<file path="config.mk">
export PLATFORM = sky130hd
export DESIGN_NAME = reorder_window_receiver_top
export DESIGN_NICKNAME = d
export VERILOG_FILES = /design/src/hw/rtl/rwr_pkg.sv /design/src/hw/rtl/reorder_window_receiver_top.sv /design/src/hw/rtl/rwr_fifo.sv /design/src/hw/rtl/rwr_front.sv /design/src/hw/rtl/rwr_back.sv
export SDC_FILE = /design/constraint.sdc
export NUM_CORES = 1
export LEC_CHECK = 0
export BUFFER_PORTS_ARGS = -buffer_cell sky130_fd_sc_hd__buf_2
export CAP_MARGIN = 15
export CORE_MARGIN = 2
export CORE_UTILIZATION = 61
export CTS_CLUSTER_DIAMETER = 30
export CTS_CLUSTER_SIZE = 20
export DETAILED_ROUTE_END_ITERATION = 12
export HOLD_SLACK_MARGIN = 0.12
export PLACE_DENSITY = 0.84
export RECOVER_POWER = 100
export SYNTH_ARGS = -nofsm -noshare
export SYNTH_HDL_FRONTEND = slang
export SYNTH_SLANG_ARGS = --single-unit
</file>
<file path="constraint.sdc">
create_clock -name clk_i -period 7.6 [get_ports clk_i]
set_clock_uncertainty 0.05 [all_clocks]
set_input_delay 0.38 -clock clk_i [delete_from_list [all_inputs] [get_ports clk_i]]
set_output_delay 0.38 -clock clk_i [all_outputs]
set_load 0.05 [all_outputs]
</file>
<file path="src/hw/rtl/rwr_pkg.sv">
package rwr_pkg;

  localparam int unsigned SEQ_W   = 32;
  localparam int unsigned LEN_W   = 11;
  localparam int unsigned SLOT_W  = 4;
  localparam int unsigned KIND_W  = 2;
  localparam int unsigned WSIZE_W = 5;
  localparam int unsigned WIN_W   = 6;
  localparam int unsigned ADDR_W  = 3;
  localparam int unsigned DATA_W  = 32;

  localparam logic [KIND_W-1:0] KIND_END = 2'd1;

  localparam logic [KIND_W-1:0] OUT_ACK     = 2'd0;
  localparam logic [KIND_W-1:0] OUT_DELIVER = 2'd1;
  localparam logic [KIND_W-1:0] OUT_END_ACK = 2'd2;

  localparam logic [ADDR_W-3:0]  REG_WINDOW_SIZE   = 1'b0;
  localparam logic [WSIZE_W-1:0] WINDOW_SIZE_RESET = 5'd16;

  typedef struct packed {
    logic             is_end;
    logic [SEQ_W-1:0] seq;
    logic [LEN_W-1:0] len;
  } cmd_t;

  typedef struct packed {
    logic [KIND_W-1:0] kind;
    logic [SEQ_W-1:0]  num;
    logic [SLOT_W-1:0] slot;
    logic [LEN_W-1:0]  len;
    logic              last;
  } res_t;

endpackage

</file>
<file path="src/hw/rtl/reorder_window_receiver_top.sv">
// An accepted item is registered in the front, queued in the command queue and then
// evaluated by the back, whose results enter the result queue; an end item or a new
// out-of-order data item yields one acknowledgement. In-order release marks the slot,
// then delivers each filled slot in order and ends with the cumulative acknowledgement.
// Input and result queues let the front accept items while results wait to be popped.
// Reset is asynchronous and active low; it empties both queues, clears all slot flags,
// sets the next expected number to zero and the window size register to 16.
module reorder_window_receiver_top
  import rwr_pkg::*;
#(
  parameter int unsigned WINDOW_DEPTH = 16
) (
  input  logic              clk_i,
  input  logic              rst_ni,
  input  logic              psel,
  input  logic              penable,
  input  logic              pwrite,
  input  logic [ADDR_W-1:0] paddr,
  input  logic [DATA_W-1:0] pwdata,
  output logic [DATA_W-1:0] prdata,
  output logic              pready,
  input  logic              push,
  output logic              full,
  input  logic [KIND_W-1:0] kind_i,
  input  logic [SEQ_W-1:0]  seq_number_i,
  input  logic [LEN_W-1:0]  payload_length_i,
  input  logic              checksum_ok_i,
  output logic              empty,
  input  logic              pop,
  output logic [KIND_W-1:0] out_kind_o,
  output logic [SEQ_W-1:0]  seq_or_ack_o,
  output logic [SLOT_W-1:0] deliver_slot_o,
  output logic [LEN_W-1:0]  deliver_length_o,
  output logic              last_o
);

  localparam int unsigned CMD_DEPTH = 2;
  localparam int unsigned RES_DEPTH = 4;

  logic [WSIZE_W-1:0] window_size_q;
  logic               cfg_we;
  logic               cmd_push, cmd_full, cmd_empty, cmd_pop;
  cmd_t               cmd_in, cmd_head;
  logic               res_push, res_full;
  res_t               res_in, res_head;

  assign pready = 1'b1;
  assign cfg_we = psel && penable && pwrite && pready &&
                  (paddr[ADDR_W-1:2] == REG_WINDOW_SIZE);

  always_ff @(posedge clk_i or negedge rst_ni) begin
    if (!rst_ni) begin
      window_size_q <= WINDOW_SIZE_RESET;
    end else if (cfg_we) begin
      window_size_q <= pwdata[WSIZE_W-1:0];
    end
  end

  always_comb begin
    prdata = '0;
    if (paddr[ADDR_W-1:2] == REG_WINDOW_SIZE) begin
      prdata = DATA_W'(window_size_q);
    end
  end

  rwr_front u_front (
    .clk_i            (clk_i),
    .rst_ni           (rst_ni),
    .push             (push),
    .full             (full),
    .kind_i           (kind_i),
    .seq_number_i     (seq_number_i),
    .payload_length_i (payload_length_i),
    .checksum_ok_i    (checksum_ok_i),
    .cmd_push_o       (cmd_push),
    .cmd_o            (cmd_in),
    .cmd_full_i       (cmd_full)
  );

  rwr_fifo #(
    .WIDTH ($bits(cmd_t)),
    .DEPTH (CMD_DEPTH)
  ) u_cmd_fifo (
    .clk_i   (clk_i),
    .rst_ni  (rst_ni),
    .push_i  (cmd_push),
    .wdata_i (cmd_in),
    .full_o  (cmd_full),
    .pop_i   (cmd_pop),
    .rdata_o (cmd_head),
    .empty_o (cmd_empty)
  );

  rwr_back #(
    .WINDOW_DEPTH (WINDOW_DEPTH)
  ) u_back (
    .clk_i         (clk_i),
    .rst_ni        (rst_ni),
    .window_size_i (window_size_q),
    .cmd_valid_i   (!cmd_empty),
    .cmd_i         (cmd_head),
    .cmd_pop_o     (cmd_pop),
    .res_push_o    (res_push),
    .res_o         (res_in),
    .res_full_i    (res_full)
  );

  rwr_fifo #(
    .WIDTH ($bits(res_t)),
    .DEPTH (RES_DEPTH)
  ) u_res_fifo (
    .clk_i   (clk_i),
    .rst_ni  (rst_ni),
    .push_i  (res_push),
    .wdata_i (res_in),
    .full_o  (res_full),
    .pop_i   (pop),
    .rdata_o (res_head),
    .empty_o (empty)
  );

  assign out_kind_o       = res_head.kind;
  assign seq_or_ack_o     = res_head.num;
  assign deliver_slot_o   = res_head.slot;
  assign deliver_length_o = res_head.len;
  assign last_o           = res_head.last;

endmodule

</file>
<file path="src/hw/rtl/rwr_fifo.sv">
module rwr_fifo #(
  parameter int unsigned WIDTH = 8,
  parameter int unsigned DEPTH = 2
) (
  input  logic             clk_i,
  input  logic             rst_ni,
  input  logic             push_i,
  input  logic [WIDTH-1:0] wdata_i,
  output logic             full_o,
  input  logic             pop_i,
  output logic [WIDTH-1:0] rdata_o,
  output logic             empty_o
);

  localparam int unsigned AW = (DEPTH > 1) ? $clog2(DEPTH) : 1;
  localparam int unsigned CW = $clog2(DEPTH + 1);

  logic [WIDTH-1:0] mem_q [DEPTH];
  logic [AW-1:0]    wr_ptr_q, wr_ptr_d;
  logic [AW-1:0]    rd_ptr_q, rd_ptr_d;
  logic [CW-1:0]    count_q, count_d;
  logic             do_push, do_pop;

  assign full_o  = (count_q == CW'(DEPTH));
  assign empty_o = (count_q == '0);
  assign do_push = push_i && !full_o;
  assign do_pop  = pop_i && !empty_o;
  assign rdata_o = mem_q[rd_ptr_q];

  always_comb begin
    wr_ptr_d = wr_ptr_q;
    rd_ptr_d = rd_ptr_q;
    count_d  = count_q;
    if (do_push) begin
      wr_ptr_d = (wr_ptr_q == AW'(DEPTH - 1)) ? '0 : wr_ptr_q + AW'(1);
    end
    if (do_pop) begin
      rd_ptr_d = (rd_ptr_q == AW'(DEPTH - 1)) ? '0 : rd_ptr_q + AW'(1);
    end
    if (do_push && !do_pop) begin
      count_d = count_q + CW'(1);
    end else if (do_pop && !do_push) begin
      count_d = count_q - CW'(1);
    end
  end

  always_ff @(posedge clk_i or negedge rst_ni) begin
    if (!rst_ni) begin
      wr_ptr_q <= '0;
      rd_ptr_q <= '0;
      count_q  <= '0;
    end else begin
      wr_ptr_q <= wr_ptr_d;
      rd_ptr_q <= rd_ptr_d;
      count_q  <= count_d;
    end
  end

  always_ff @(posedge clk_i) begin
    if (do_push) begin
      mem_q[wr_ptr_q] <= wdata_i;
    end
  end

endmodule

</file>
<file path="src/hw/rtl/rwr_front.sv">
module rwr_front
  import rwr_pkg::*;
(
  input  logic              clk_i,
  input  logic              rst_ni,
  input  logic              push,
  output logic              full,
  input  logic [KIND_W-1:0] kind_i,
  input  logic [SEQ_W-1:0]  seq_number_i,
  input  logic [LEN_W-1:0]  payload_length_i,
  input  logic              checksum_ok_i,
  output logic              cmd_push_o,
  output cmd_t              cmd_o,
  input  logic              cmd_full_i
);

  logic valid_q, valid_d;
  cmd_t cmd_q;
  logic take;

  assign full       = valid_q && cmd_full_i;
  assign take       = push && !full;
  assign cmd_push_o = valid_q;
  assign cmd_o      = cmd_q;

  always_comb begin
    valid_d = valid_q;
    if (valid_q && !cmd_full_i) begin
      valid_d = 1'b0;
    end
    if (take && checksum_ok_i) begin
      valid_d = 1'b1;
    end
  end

  always_ff @(posedge clk_i or negedge rst_ni) begin
    if (!rst_ni) begin
      valid_q <= 1'b0;
    end else begin
      valid_q <= valid_d;
    end
  end

  always_ff @(posedge clk_i) begin
    if (take && checksum_ok_i) begin
      cmd_q.is_end <= (kind_i == KIND_END);
      cmd_q.seq    <= seq_number_i;
      cmd_q.len    <= payload_length_i;
    end
  end

endmodule

</file>
<file path="src/hw/rtl/rwr_back.sv">
module rwr_back
  import rwr_pkg::*;
#(
  parameter int unsigned WINDOW_DEPTH = 16
) (
  input  logic               clk_i,
  input  logic               rst_ni,
  input  logic [WSIZE_W-1:0] window_size_i,
  input  logic               cmd_valid_i,
  input  cmd_t               cmd_i,
  output logic               cmd_pop_o,
  output logic               res_push_o,
  output res_t               res_o,
  input  logic               res_full_i
);

  localparam int unsigned SW = (WINDOW_DEPTH > 1) ? $clog2(WINDOW_DEPTH) : 1;

  typedef enum logic [1:0] {
    ST_EVAL  = 2'b01,
    ST_DRAIN = 2'b10
  } state_e;

  state_e                  state_q, state_d;
  logic [SEQ_W-1:0]        next_exp_q, next_exp_d;
  logic [SW-1:0]           next_slot_q, next_slot_d;
  logic [WINDOW_DEPTH-1:0] slot_full_q, slot_full_d;
  logic [LEN_W-1:0]        slot_len_q [WINDOW_DEPTH];

  logic [WIN_W-1:0] win;
  logic [SEQ_W-1:0] seq_off;
  logic             in_win;
  logic [SW:0]      slot_sum;
  logic [SW-1:0]    slot;
  logic [SW-1:0]    next_slot_inc;
  logic             len_we;

  always_comb begin
    if (window_size_i == '0) begin
      win = WIN_W'(1);
    end else if (WIN_W'(window_size_i) > WIN_W'(WINDOW_DEPTH)) begin
      win = WIN_W'(WINDOW_DEPTH);
    end else begin
      win = WIN_W'(window_size_i);
    end
  end

  assign seq_off  = cmd_i.seq - next_exp_q;
  assign in_win   = (seq_off < SEQ_W'(win));
  assign slot_sum = {1'b0, next_slot_q} + {1'b0, seq_off[SW-1:0]};
  assign slot     = (slot_sum >= (SW + 1)'(WINDOW_DEPTH))
                    ? SW'(slot_sum - (SW + 1)'(WINDOW_DEPTH)) : slot_sum[SW-1:0];
  assign next_slot_inc = (next_slot_q == SW'(WINDOW_DEPTH - 1))
                         ? '0 : next_slot_q + SW'(1);

  always_comb begin
    state_d     = state_q;
    next_exp_d  = next_exp_q;
    next_slot_d = next_slot_q;
    slot_full_d = slot_full_q;
    cmd_pop_o   = 1'b0;
    res_push_o  = 1'b0;
    res_o       = '0;
    len_we      = 1'b0;
    unique case (state_q)
      ST_EVAL: begin
        if (cmd_valid_i) begin
          if (cmd_i.is_end) begin
            if (!res_full_i) begin
              res_push_o  = 1'b1;
              res_o.kind  = OUT_END_ACK;
              res_o.num   = cmd_i.seq;
              res_o.last  = 1'b1;
              cmd_pop_o   = 1'b1;
              next_exp_d  = '0;
              next_slot_d = '0;
              slot_full_d = '0;
            end
          end else if (!in_win || slot_full_q[slot]) begin
            cmd_pop_o = 1'b1;
          end else if (seq_off != '0) begin
            if (!res_full_i) begin
              res_push_o        = 1'b1;
              res_o.kind        = OUT_ACK;
              res_o.num         = next_exp_q;
              res_o.last        = 1'b1;
              cmd_pop_o         = 1'b1;
              slot_full_d[slot] = 1'b1;
              len_we            = 1'b1;
            end
          end else begin
            cmd_pop_o         = 1'b1;
            slot_full_d[slot] = 1'b1;
            len_we            = 1'b1;
            state_d           = ST_DRAIN;
          end
        end
      end
      ST_DRAIN: begin
        if (!res_full_i) begin
          res_push_o = 1'b1;
          if (slot_full_q[next_slot_q]) begin
            res_o.kind               = OUT_DELIVER;
            res_o.num                = next_exp_q;
            res_o.slot               = SLOT_W'(next_slot_q);
            res_o.len                = slot_len_q[next_slot_q];
            slot_full_d[next_slot_q] = 1'b0;
            next_exp_d               = next_exp_q + SEQ_W'(1);
            next_slot_d              = next_slot_inc;
          end else begin
            res_o.kind = OUT_ACK;
            res_o.num  = next_exp_q;
            res_o.last = 1'b1;
            state_d    = ST_EVAL;
          end
        end
      end
      default: begin
        state_d = ST_EVAL;
      end
    endcase
  end

  always_ff @(posedge clk_i or negedge rst_ni) begin
    if (!rst_ni) begin
      state_q     <= ST_EVAL;
      next_exp_q  <= '0;
      next_slot_q <= '0;
      slot_full_q <= '0;
    end else begin
      state_q     <= state_d;
      next_exp_q  <= next_exp_d;
      next_slot_q <= next_slot_d;
      slot_full_q <= slot_full_d;
    end
  end

  always_ff @(posedge clk_i) begin
    if (len_we) begin
      slot_len_q[slot] <= cmd_i.len;
    end
  end

endmodule

</file>
==> out/results.txt, run 1 <==
Routed Antenna Nets: 0
Share of cells above drive strength 1: 22.00%
Reg2Reg Setup Slack: 0.55 ns
Via-per-instance ratio: 6.392
Clk network pwr share: 35.0%
FF-to-FF path depth: 16
Site Rows: 74
Switching Share: 35.20%
Fin crit share: 92.75%
Hold path depth: 3
CP arrival: 7.30 ns
Power Density: 417.0 nW/um^2
Largest family of logic cells by synthesized area: multiplexers
DRT iter0 DRCs: 2006
Port bufs: 115
H-Tree Depth: 3
Slew HR: -141.7%
Largest net degree at the start of global routing: 62
Die width: 208.6 microns
Hold Path Class: input pin to flop
Avg Synthesized Cell Area: 16.11 sq um
IO Pins: 173
EDFF count, synth: 508
CTS resizes: 0
Worst EP required: 7.85 ns
Hold slack: 0.1718 ns
Compound-cell area share of the yosys netlist: 6.229%
ANT cells: 0
Die Ht: 208.6 microns
Status: complete, but fails checks
Maximum vdd drop: 0.0002631 V
FF+latch count, synth: 579
CP endpoint kind: flop
Cell internal pwr: 8.181 mW
Area grow syn2layout: 18.58%
Min Tclk post-route: 7.049 ns
Max Slew Vio Count: 294
First-pass GRT wire length: 92850 microns
Synth Area in XOR/XNOR: 1.941%
RSZ-0062 raised after global routing: no
Via count: 15430
Synthesized area: 25530 sq um
Async S/R FF share, synth: 12.26%
Critical path origin: u_cmd_fifo.rd_ptr_q$_DFFE_PN0P_
Pleak: 10.51 nW
Layout Nets: 1944
CTS tree: built
Synth Area in Simple Gates: 6.875%
DPL Wire Length: 36410 microns
Number of global-route vias before repair: 15690
Combinational power share: 29.3%
RD Place Congestion: 0.8944
Adder-Cell Fraction of Synth Area: 2.833%
Mux cell area share after synthesis: 12.58%
Ys Warns: 0
Number of max-cap violations: 7
Total wire length: 60580 microns
Reg2reg end: u_res_fifo.mem_q[0][4]$_DFFE_PP_
Worst R2R Start: u_cmd_fifo.rd_ptr_q$_DFFE_PN0P_
Total gr overflow: 0
Endpoints failing hold: 0
P_sw: 4.443 mW
Clock tree root driver cell: clkbuf_16
CTS Sinks: 579
GRT Util Overall: 28.25%
DR WL/cell: 25.10 microns
Nature of the critical path startpoint: flop
Setup_tns: 0 ns
Setup-failing EPs final: 0
Pre-Repair DR Iteration Count: 6
CP Class: flop to flop
Maximum clock frequency: 141.9 MHz
Die Area: 43510 sq um
CTS Buf Count: 96
Hold Startpoint: pop
# DRC: 0
Gate Count Post-Synth: 1585
Count of different cell masters after synthesis: 86
Slew @ Worst Pin: 3.625 ns
CP max FO: 27
Clock transition at path regs: 0.05 ns
Power share of the sequential group: 35.7%
Initial core utilization: 62.11%
Primary FF master, synth: edfxtp_1
CTS max path bufs: 3
Worst-Skew Late Latency: 0.64 ns
WHS Endpoint: u_res_fifo.rd_ptr_q[0]$_DFFE_PN0P_
Initial antenna violation count: 3
Core ar.: 41110 sq um
Part of the Yosys area used for sequential elements: 66.72%
Violated checks: capacitance limit, slew limit
## cells in the mapped netlist (4+ instances only)
cell type | n | share of area (%)
and3_1 | 10 | 0.25
nand3_1 | 25 | 0.49
nand2_1 | 90 | 1.3
buf_6 | 4 | 0.18
xor2_1 | 12 | 0.41
nor4_1 | 5 | 0.12
a211o_1 | 7 | 0.24
o21a_1 | 8 | 0.24
a21o_1 | 19 | 0.56
nor2b_1 | 22 | 0.54
dfrtp_1 | 69 | 6.8
and2_1 | 12 | 0.29
nand4_1 | 16 | 0.39
nand2b_1 | 15 | 0.37
xnor2_1 | 42 | 1.4
a21oi_1 | 50 | 0.98
buf_4 | 28 | 0.82
ha_1 | 53 | 2.6
mux2_2 | 51 | 2.2
o21ai_1 | 19 | 0.37
buf_2 | 13 | 0.25
nor3_1 | 20 | 0.39
or3_1 | 7 | 0.17
o211ai_1 | 11 | 0.32
edfxtp_1 | 508 | 60
a32o_1 | 29 | 1.1
a211oi_1 | 6 | 0.18
o31ai_1 | 4 | 0.12
o21ai_0 | 18 | 0.35
mux4_2 | 113 | 10
mux2i_1 | 7 | 0.27
inv_1 | 51 | 0.75
nor2_1 | 101 | 1.5
clkbuf_1 | 37 | 0.54
nor4_2 | 4 | 0.20
buf_1 | 16 | 0.24
a21boi_0 | 4 | 0.12
## critical path: stages (launching register included)
cell and delay (ns):
dfrtp_2 0.65, mux2i_1 0.50, ha_1 0.28, fa_1 0.52
fa_1 0.88, mux2_2 0.39, a22oi_1 0.18, nor2_1 0.07
a211oi_1 0.28, mux2i_1 0.15, a221oi_1 0.28, nand3_1 0.13
nor4_1 0.53, nand2b_1 0.23, a221oi_4 0.44, and2_2 0.72
clkbuf_2 0.41
## per-stage QoR
stage,worst slack [ns],total power [mW],instance area (sq um),instances,utilization (%)
6_report,0.5509,12.62,30280,2414,73.65
5_1_grt,0.1709,13.05,30280,2414,73.65
4_1_cts,0.6680,12.66,30430,2412,74.02
3_5_place_dp,0.9267,8.130,26530,2178,64.54
3_3_place_gp,1.079,8.025,26530,2178,64.54
2_1_floorplan,1.502,7.173,25630,1611,-
## logic make-up (layout without fill, tap and decap cells)
family,count (synthesis),count (layout)
DFF,579,579
and+or+nand+nor,352,352
AOI/OAI and AO/OA,218,218
muxes,173,173
buffers and inverters,150,421
adders and majority gates,56,56
xor gates and xnor gates,55,55
other,2,28
## state kept, by name, summed over array words and instances (netlist names)
signal,count
u_cmd_fifo.rd_ptr_q,1
u_back.next_exp_q,32
u_res_fifo.wr_ptr_q,2
u_res_fifo.count_q,3
u_back.slot_full_q,16
u_cmd_fifo.wr_ptr_q,1
u_back.state_q,2
window_size_q,5
u_back.next_slot_q,4
u_cmd_fifo.mem_q,88
u_res_fifo.mem_q,200
u_front.cmd_o,44
u_cmd_fifo.count_q,2
u_front.cmd_push_o,1
u_back.slot_len_q,176
u_res_fifo.rd_ptr_q,2
## cell type report
class / count / area [sq um]
inverters: 52 / 195.2
fillers: 2367 / 10830
multi-input cells: 882 / 7866
repair buffers: 189 / 1152
flip-flops and latches: 579 / 17040
clock buffers: 109 / 2544
well taps: 532 / 665.6
clock inverters: 71 / 812.0
## metal layers
metal	part of all wire (%)	vias up	GRT usage (%)
li1	-	6593	-
met1	41	7837	40.70
met2	48	867	44.67
met3	8.9	127	5.350
met4	2.1	6	8.547
met5	0.059	-	0
## repair_timing
item,in CTS,in global routing
hold buffers,54,0
endpoints found under the hold margin,119,0
buffers inserted,0,0
setup endpoints to repair,0,0
## worst max path at each step
stage                                              to  depth (start not counted)
finish               u_res_fifo.mem_q[0][4]$_DFFE_PP_                         16
global route        u_back.next_exp_q[30]$_DFFE_PN0P_                         12
CTS                 u_back.slot_len_q[2][0]$_DFFE_PP_                         15
detailed placement  u_back.slot_len_q[2][8]$_DFFE_PP_                         15
global placement    u_back.slot_len_q[2][8]$_DFFE_PP_                         15
floorplan            u_res_fifo.mem_q[0][0]$_DFFE_PP_                         16
## power by group through the flow
stage	combinational (mW)	clock (mW)	sequential (mW)
2_1_floorplan	2.83	0	4.34
3_3_place_gp	3.53	0	4.49
3_5_place_dp	3.60	0	4.53
4_1_cts	3.70	4.46	4.50
5_1_grt	3.91	4.60	4.55
6_report	3.70	4.42	4.50
## placed cells by master (no fill, tap or decap), types with 29 or more instances in the layout
cell type	n
nor2_1	99
edfxtp_1	508
ha_1	53
buf_2	54
nand2_1	90
a32o_1	29
mux4_2	113
inv_1	51
mux2_2	39
clkbuf_16	98
dfrtp_1	66
dlygate4sd3_1	54
xnor2_1	42
a21oi_1	50
clkbuf_1	75
(Power assumes the default switching activity.)
==> run 2: changes to the inputs <==
Settings changed: ABC_AREA set to 1.
==> run 2 against run 1 <==
  * The flow still finishes with violations (capacitance limit, slew limit)
  * Synthesized cell count grew 66%
  * Synthesized area grew 5.8%
  * Critical path depth shrank 8
  * Flip-flop and latch count is the same
  * Sequential power shrank 4.9%
==> out/results.txt, run 2 <==
Commonest non-fill, non-tap cells in the layout: 533 x nand2_1, 508 x edfxtp_1, 341 x nor2_1 (was 508 x edfxtp_1, 113 x mux4_2, 99 x nor2_1)
Hold Path Class: input pin to flop (unchanged)
GRT Util Overall: 29.60% (was 28.25%)
Primary FF master, synth: edfxtp_1 (unchanged)
Initial core utilization: 61.51% (was 62.11%)
Part of the Yosys area used for sequential elements: 63.03% (was 66.72%)
CTS max path bufs: 3 (unchanged)
Violated checks: capacitance limit, slew limit (unchanged)
Largest reg by FF count: u_res_fifo.mem_q (unchanged)
Avg Synthesized Cell Area: 10.25 sq um (was 16.11 sq um)
Clock tree root driver cell: clkbuf_16 (unchanged)
# DRC: 0 (unchanged)
Ys Warns: 0 (unchanged)
CTS tree: built (unchanged)
CP Class: flop to flop (unchanged)
Slew HR: -171.2% (was -141.7%)
Compound-cell area share of the yosys netlist: 11.14% (was 6.229%)
Core ar.: 43930 sq um (was 41110 sq um)
Top cells by area, synth: edfxtp_1 56%, nand2_1 7.3%, dfrtp_1 6.4% (was edfxtp_1 60%, mux4_2 10%, dfrtp_1 6.8%)
Area grow syn2layout: 17.77% (was 18.58%)
Die width: 214.5 microns (was 208.6 microns)
Via count: 20550 (was 15430)
Mux cell area share after synthesis: 0.07408% (was 12.58%)
CTS Sinks: 579 (unchanged)
Setup_tns: 0 ns (unchanged)
Nature of the critical path startpoint: flop (unchanged)
Fin util: 72.45% (was 73.65%)
Slew @ Worst Pin: 4.069 ns (was 3.625 ns)
Initial antenna violation count: 0 (was 3)
Count of different cell masters after synthesis: 53 (was 86)
Adder-Cell Fraction of Synth Area: 2.676% (was 2.833%)
EDFF count, synth: 508 (unchanged)
Most instantiated cells after synthesis: 528 x nand2_1, 508 x edfxtp_1, 342 x nor2_1, 247 x o21ai_0, 243 x inv_1 (was 508 x edfxtp_1, 113 x mux4_2, 101 x nor2_1, 90 x nand2_1, 69 x dfrtp_1)
Largest net degree at the start of global routing: 103 (was 62)
Fin crit share: 86.56% (was 92.75%)
Site Rows: 77 (was 74)
CP max FO: 89 (was 27)
RSZ-0062 raised after global routing: no (unchanged)
Async S/R FF share, synth: 12.26% (unchanged)
Max FFs per register: 200 (unchanged)
Routed Antenna Nets: 0 (unchanged)
Total gr overflow: 0 (unchanged)
CP endpoint kind: flop (unchanged)
FF+latch count, synth: 579 (unchanged)
Setup-failing EPs final: 0 (unchanged)
Worst Path Buf+Inv: 3 (was 1)
CP peak stage delay: 2.43 ns (was 0.88 ns)
Min Tclk post-route: 6.578 ns (was 7.049 ns)
Share of cells above drive strength 1: 9.694% (was 22.00%)
CP arrival: 6.85 ns (was 7.30 ns)
Most common cell after layout, fill and taps aside: nand2_1 (was edfxtp_1)
Number of global-route vias before repair: 19590 (was 15690)
Worst EP required: 7.87 ns (was 7.85 ns)
CTS Buf Count: 98 (was 96)
Max Slew Vio Count: 408 (was 294)
Maximum vdd drop: 0.0002757 V (was 0.0002631 V)
Placed Cells: 3259 (was 2178)
Number of max-cap violations: 7 (unchanged)
Die Ht: 214.5 microns (was 208.6 microns)
CP top delay family: buffers and inverters (was adder cells)
Synth Area in Simple Gates: 16.68% (was 6.875%)
Pre-Repair DR Iteration Count: 6 (unchanged)
Total wire length: 68830 microns (was 60580 microns)
First-pass GRT wire length: 106300 microns (was 92850 microns)
RD Place Congestion: 0.9395 (was 0.8944)
Power Density: 423.1 nW/um^2 (was 417.0 nW/um^2)
IO Pins: 173 (unchanged)
CP max stage cell: clkbuf_1 (was fa_1)
Port bufs: 115 (unchanged)
Largest family of logic cells by synthesized area: simple AND/OR/NAND/NOR gates (was multiplexers)
Most frequent cell after synthesis: nand2_1 (was edfxtp_1)
Synth Area in XOR/XNOR: 0.5139% (was 1.941%)
Biggest regs: u_res_fifo.mem_q: 200 flops, u_back.slot_len_q: 176 flops, u_cmd_fifo.mem_q: 88 flops (unchanged)
Pleak: 12.65 nW (was 10.51 nW)
Status: complete, but fails checks (unchanged)
Yosys top cell by area: edfxtp_1 (unchanged)
Top cell type's share of synthesized area: 56.45% (was 59.75%)
Final Non-Filler Cells: 3501 (was 2414)
DRT iter0 DRCs: 2237 (was 2006)
Maximum clock frequency: 152.0 MHz (was 141.9 MHz)
ANT cells: 0 (unchanged)
Gate Count Post-Synth: 2636 (was 1585)
DR WL/cell: 19.66 microns (was 25.10 microns)
Synthesized area: 27020 sq um (was 25530 sq um)
Via-per-instance ratio: 5.870 (was 6.392)
Worst path cell trace: clkbuf_1 > inv_1 > buf_4 > o21ai_0 > o22ai_1 > a22o_1 > a221oi_1 > nor2_1 (was mux2i_1 > ha_1 > fa_1 > fa_1 > mux2_2 > a22oi_1 > nor2_1 > a211oi_1 > mux2i_1 > a221oi_1 > nand3_1 > nor4_1 > nand2b_1 > a221oi_4 > and2_2 > clkbuf_2)
H-Tree Depth: 3 (unchanged)
Die Area: 46000 sq um (was 43510 sq um)
Worst-Skew Late Latency: 0.63 ns (was 0.64 ns)
Clock transition at path regs: 0.05 ns (about the same)
Endpoints failing hold: 0 (unchanged)
DPL Wire Length: 42750 microns (was 36410 microns)
Layout Nets: 2972 (was 1944)
run 2: final cells by class:
| class | count | area (sq um) |
|---|---|---|
| flip-flops and latches | 579 | 17040 |
| fillers | 2935 | 12110 |
| multi-input cells | 1700 | 8499 |
| clock buffers | 102 | 2510 |
| repair buffers | 200 | 1244 |
| inverters | 249 | 934.6 |
| clock inverters | 79 | 863.3 |
| well taps | 592 | 740.7 |
run 2: path summary, 6_finish.rpt:
check | from | endpoint | slack [ns] | cells after the start
worst max-delay path | u_back.next_slot_q[0]$_DFFE_PN0P_ | u_res_fifo.mem_q[2][11]$_DFFE_PP_ | 1.02 | 8
worst min-delay path | pop | u_res_fifo.rd_ptr_q[0]$_DFFE_PN0P_ | 0.14 | 4
worst max register to register | u_back.next_slot_q[0]$_DFFE_PN0P_ | u_res_fifo.mem_q[2][11]$_DFFE_PP_ | 1.02 | 8
worst min register to register | u_front.cmd_o[26]$_DFFE_PP_ | u_cmd_fifo.mem_q[0][26]$_DFFE_PP_ | 0.38 | 0
max in group asynchronous | rst_ni | u_res_fifo.rd_ptr_q[0]$_DFFE_PN0P_ | 3.28 | 3
min in group asynchronous | rst_ni | window_size_q[4]$_DFFE_PN1P_ | 0.37 | 2
run 2: metrics by stage:
stage / total power [mW] / area [sq um] / hold WS [ns] / setup slack [ns]
2_1_floorplan: 7.718 / 27120 / 0.03441 / 1.651
3_5_place_dp: 8.998 / 28050 / 0.1943 / 1.604
3_3_place_gp: 8.835 / 28050 / 0.1901 / 1.672
5_1_grt: 14.13 / 31830 / 0.1835 / 0.5570
4_1_cts: 13.48 / 31960 / 0.1209 / 1.555
6_report: 13.47 / 31830 / 0.1427 / 1.022
run 2: worst min-delay path: stages:
cell	delay (ns)
buf_2	0.09
o21ai_1	0.14
nor2_1	0.12
a21oi_1	0.05
run 2: timing repair:
item	4_1_cts	5_1_grt
endpoints found under the hold margin	60	0
hold buffers	54	0
gates resized for setup	0	0
setup buffers	0	0
run 2: layer usage:
metal,GRT usage (%),part of all wire [%],up-vias
li1,-,-,9514
met4,8.796,1.9,0
met5,0,0,-
met2,46.33,46,1149
met3,5.830,10,117
met1,42.51,42,9772
run 2: power by group:
part           switching, mW  internal [mW]  leakage (nW)
combinational           3.62           1.14          5.32
clock                   1.60           2.82          1.61
sequential             0.135           4.14          5.71
run 2: cells by family (layout without fill, tap and decap cells):
logic type               count (synthesis)  after routing
adder cells (fa/ha/maj)                 56             56
multiplexers                             2              2
buffers and inverters                  383            630
AND/OR/NAND/NOR                       1077           1077
AO/OA/AOI/OAI                          522            522
other                                    2             28
flip-flops                             579            579
XOR/XNOR                                15             15
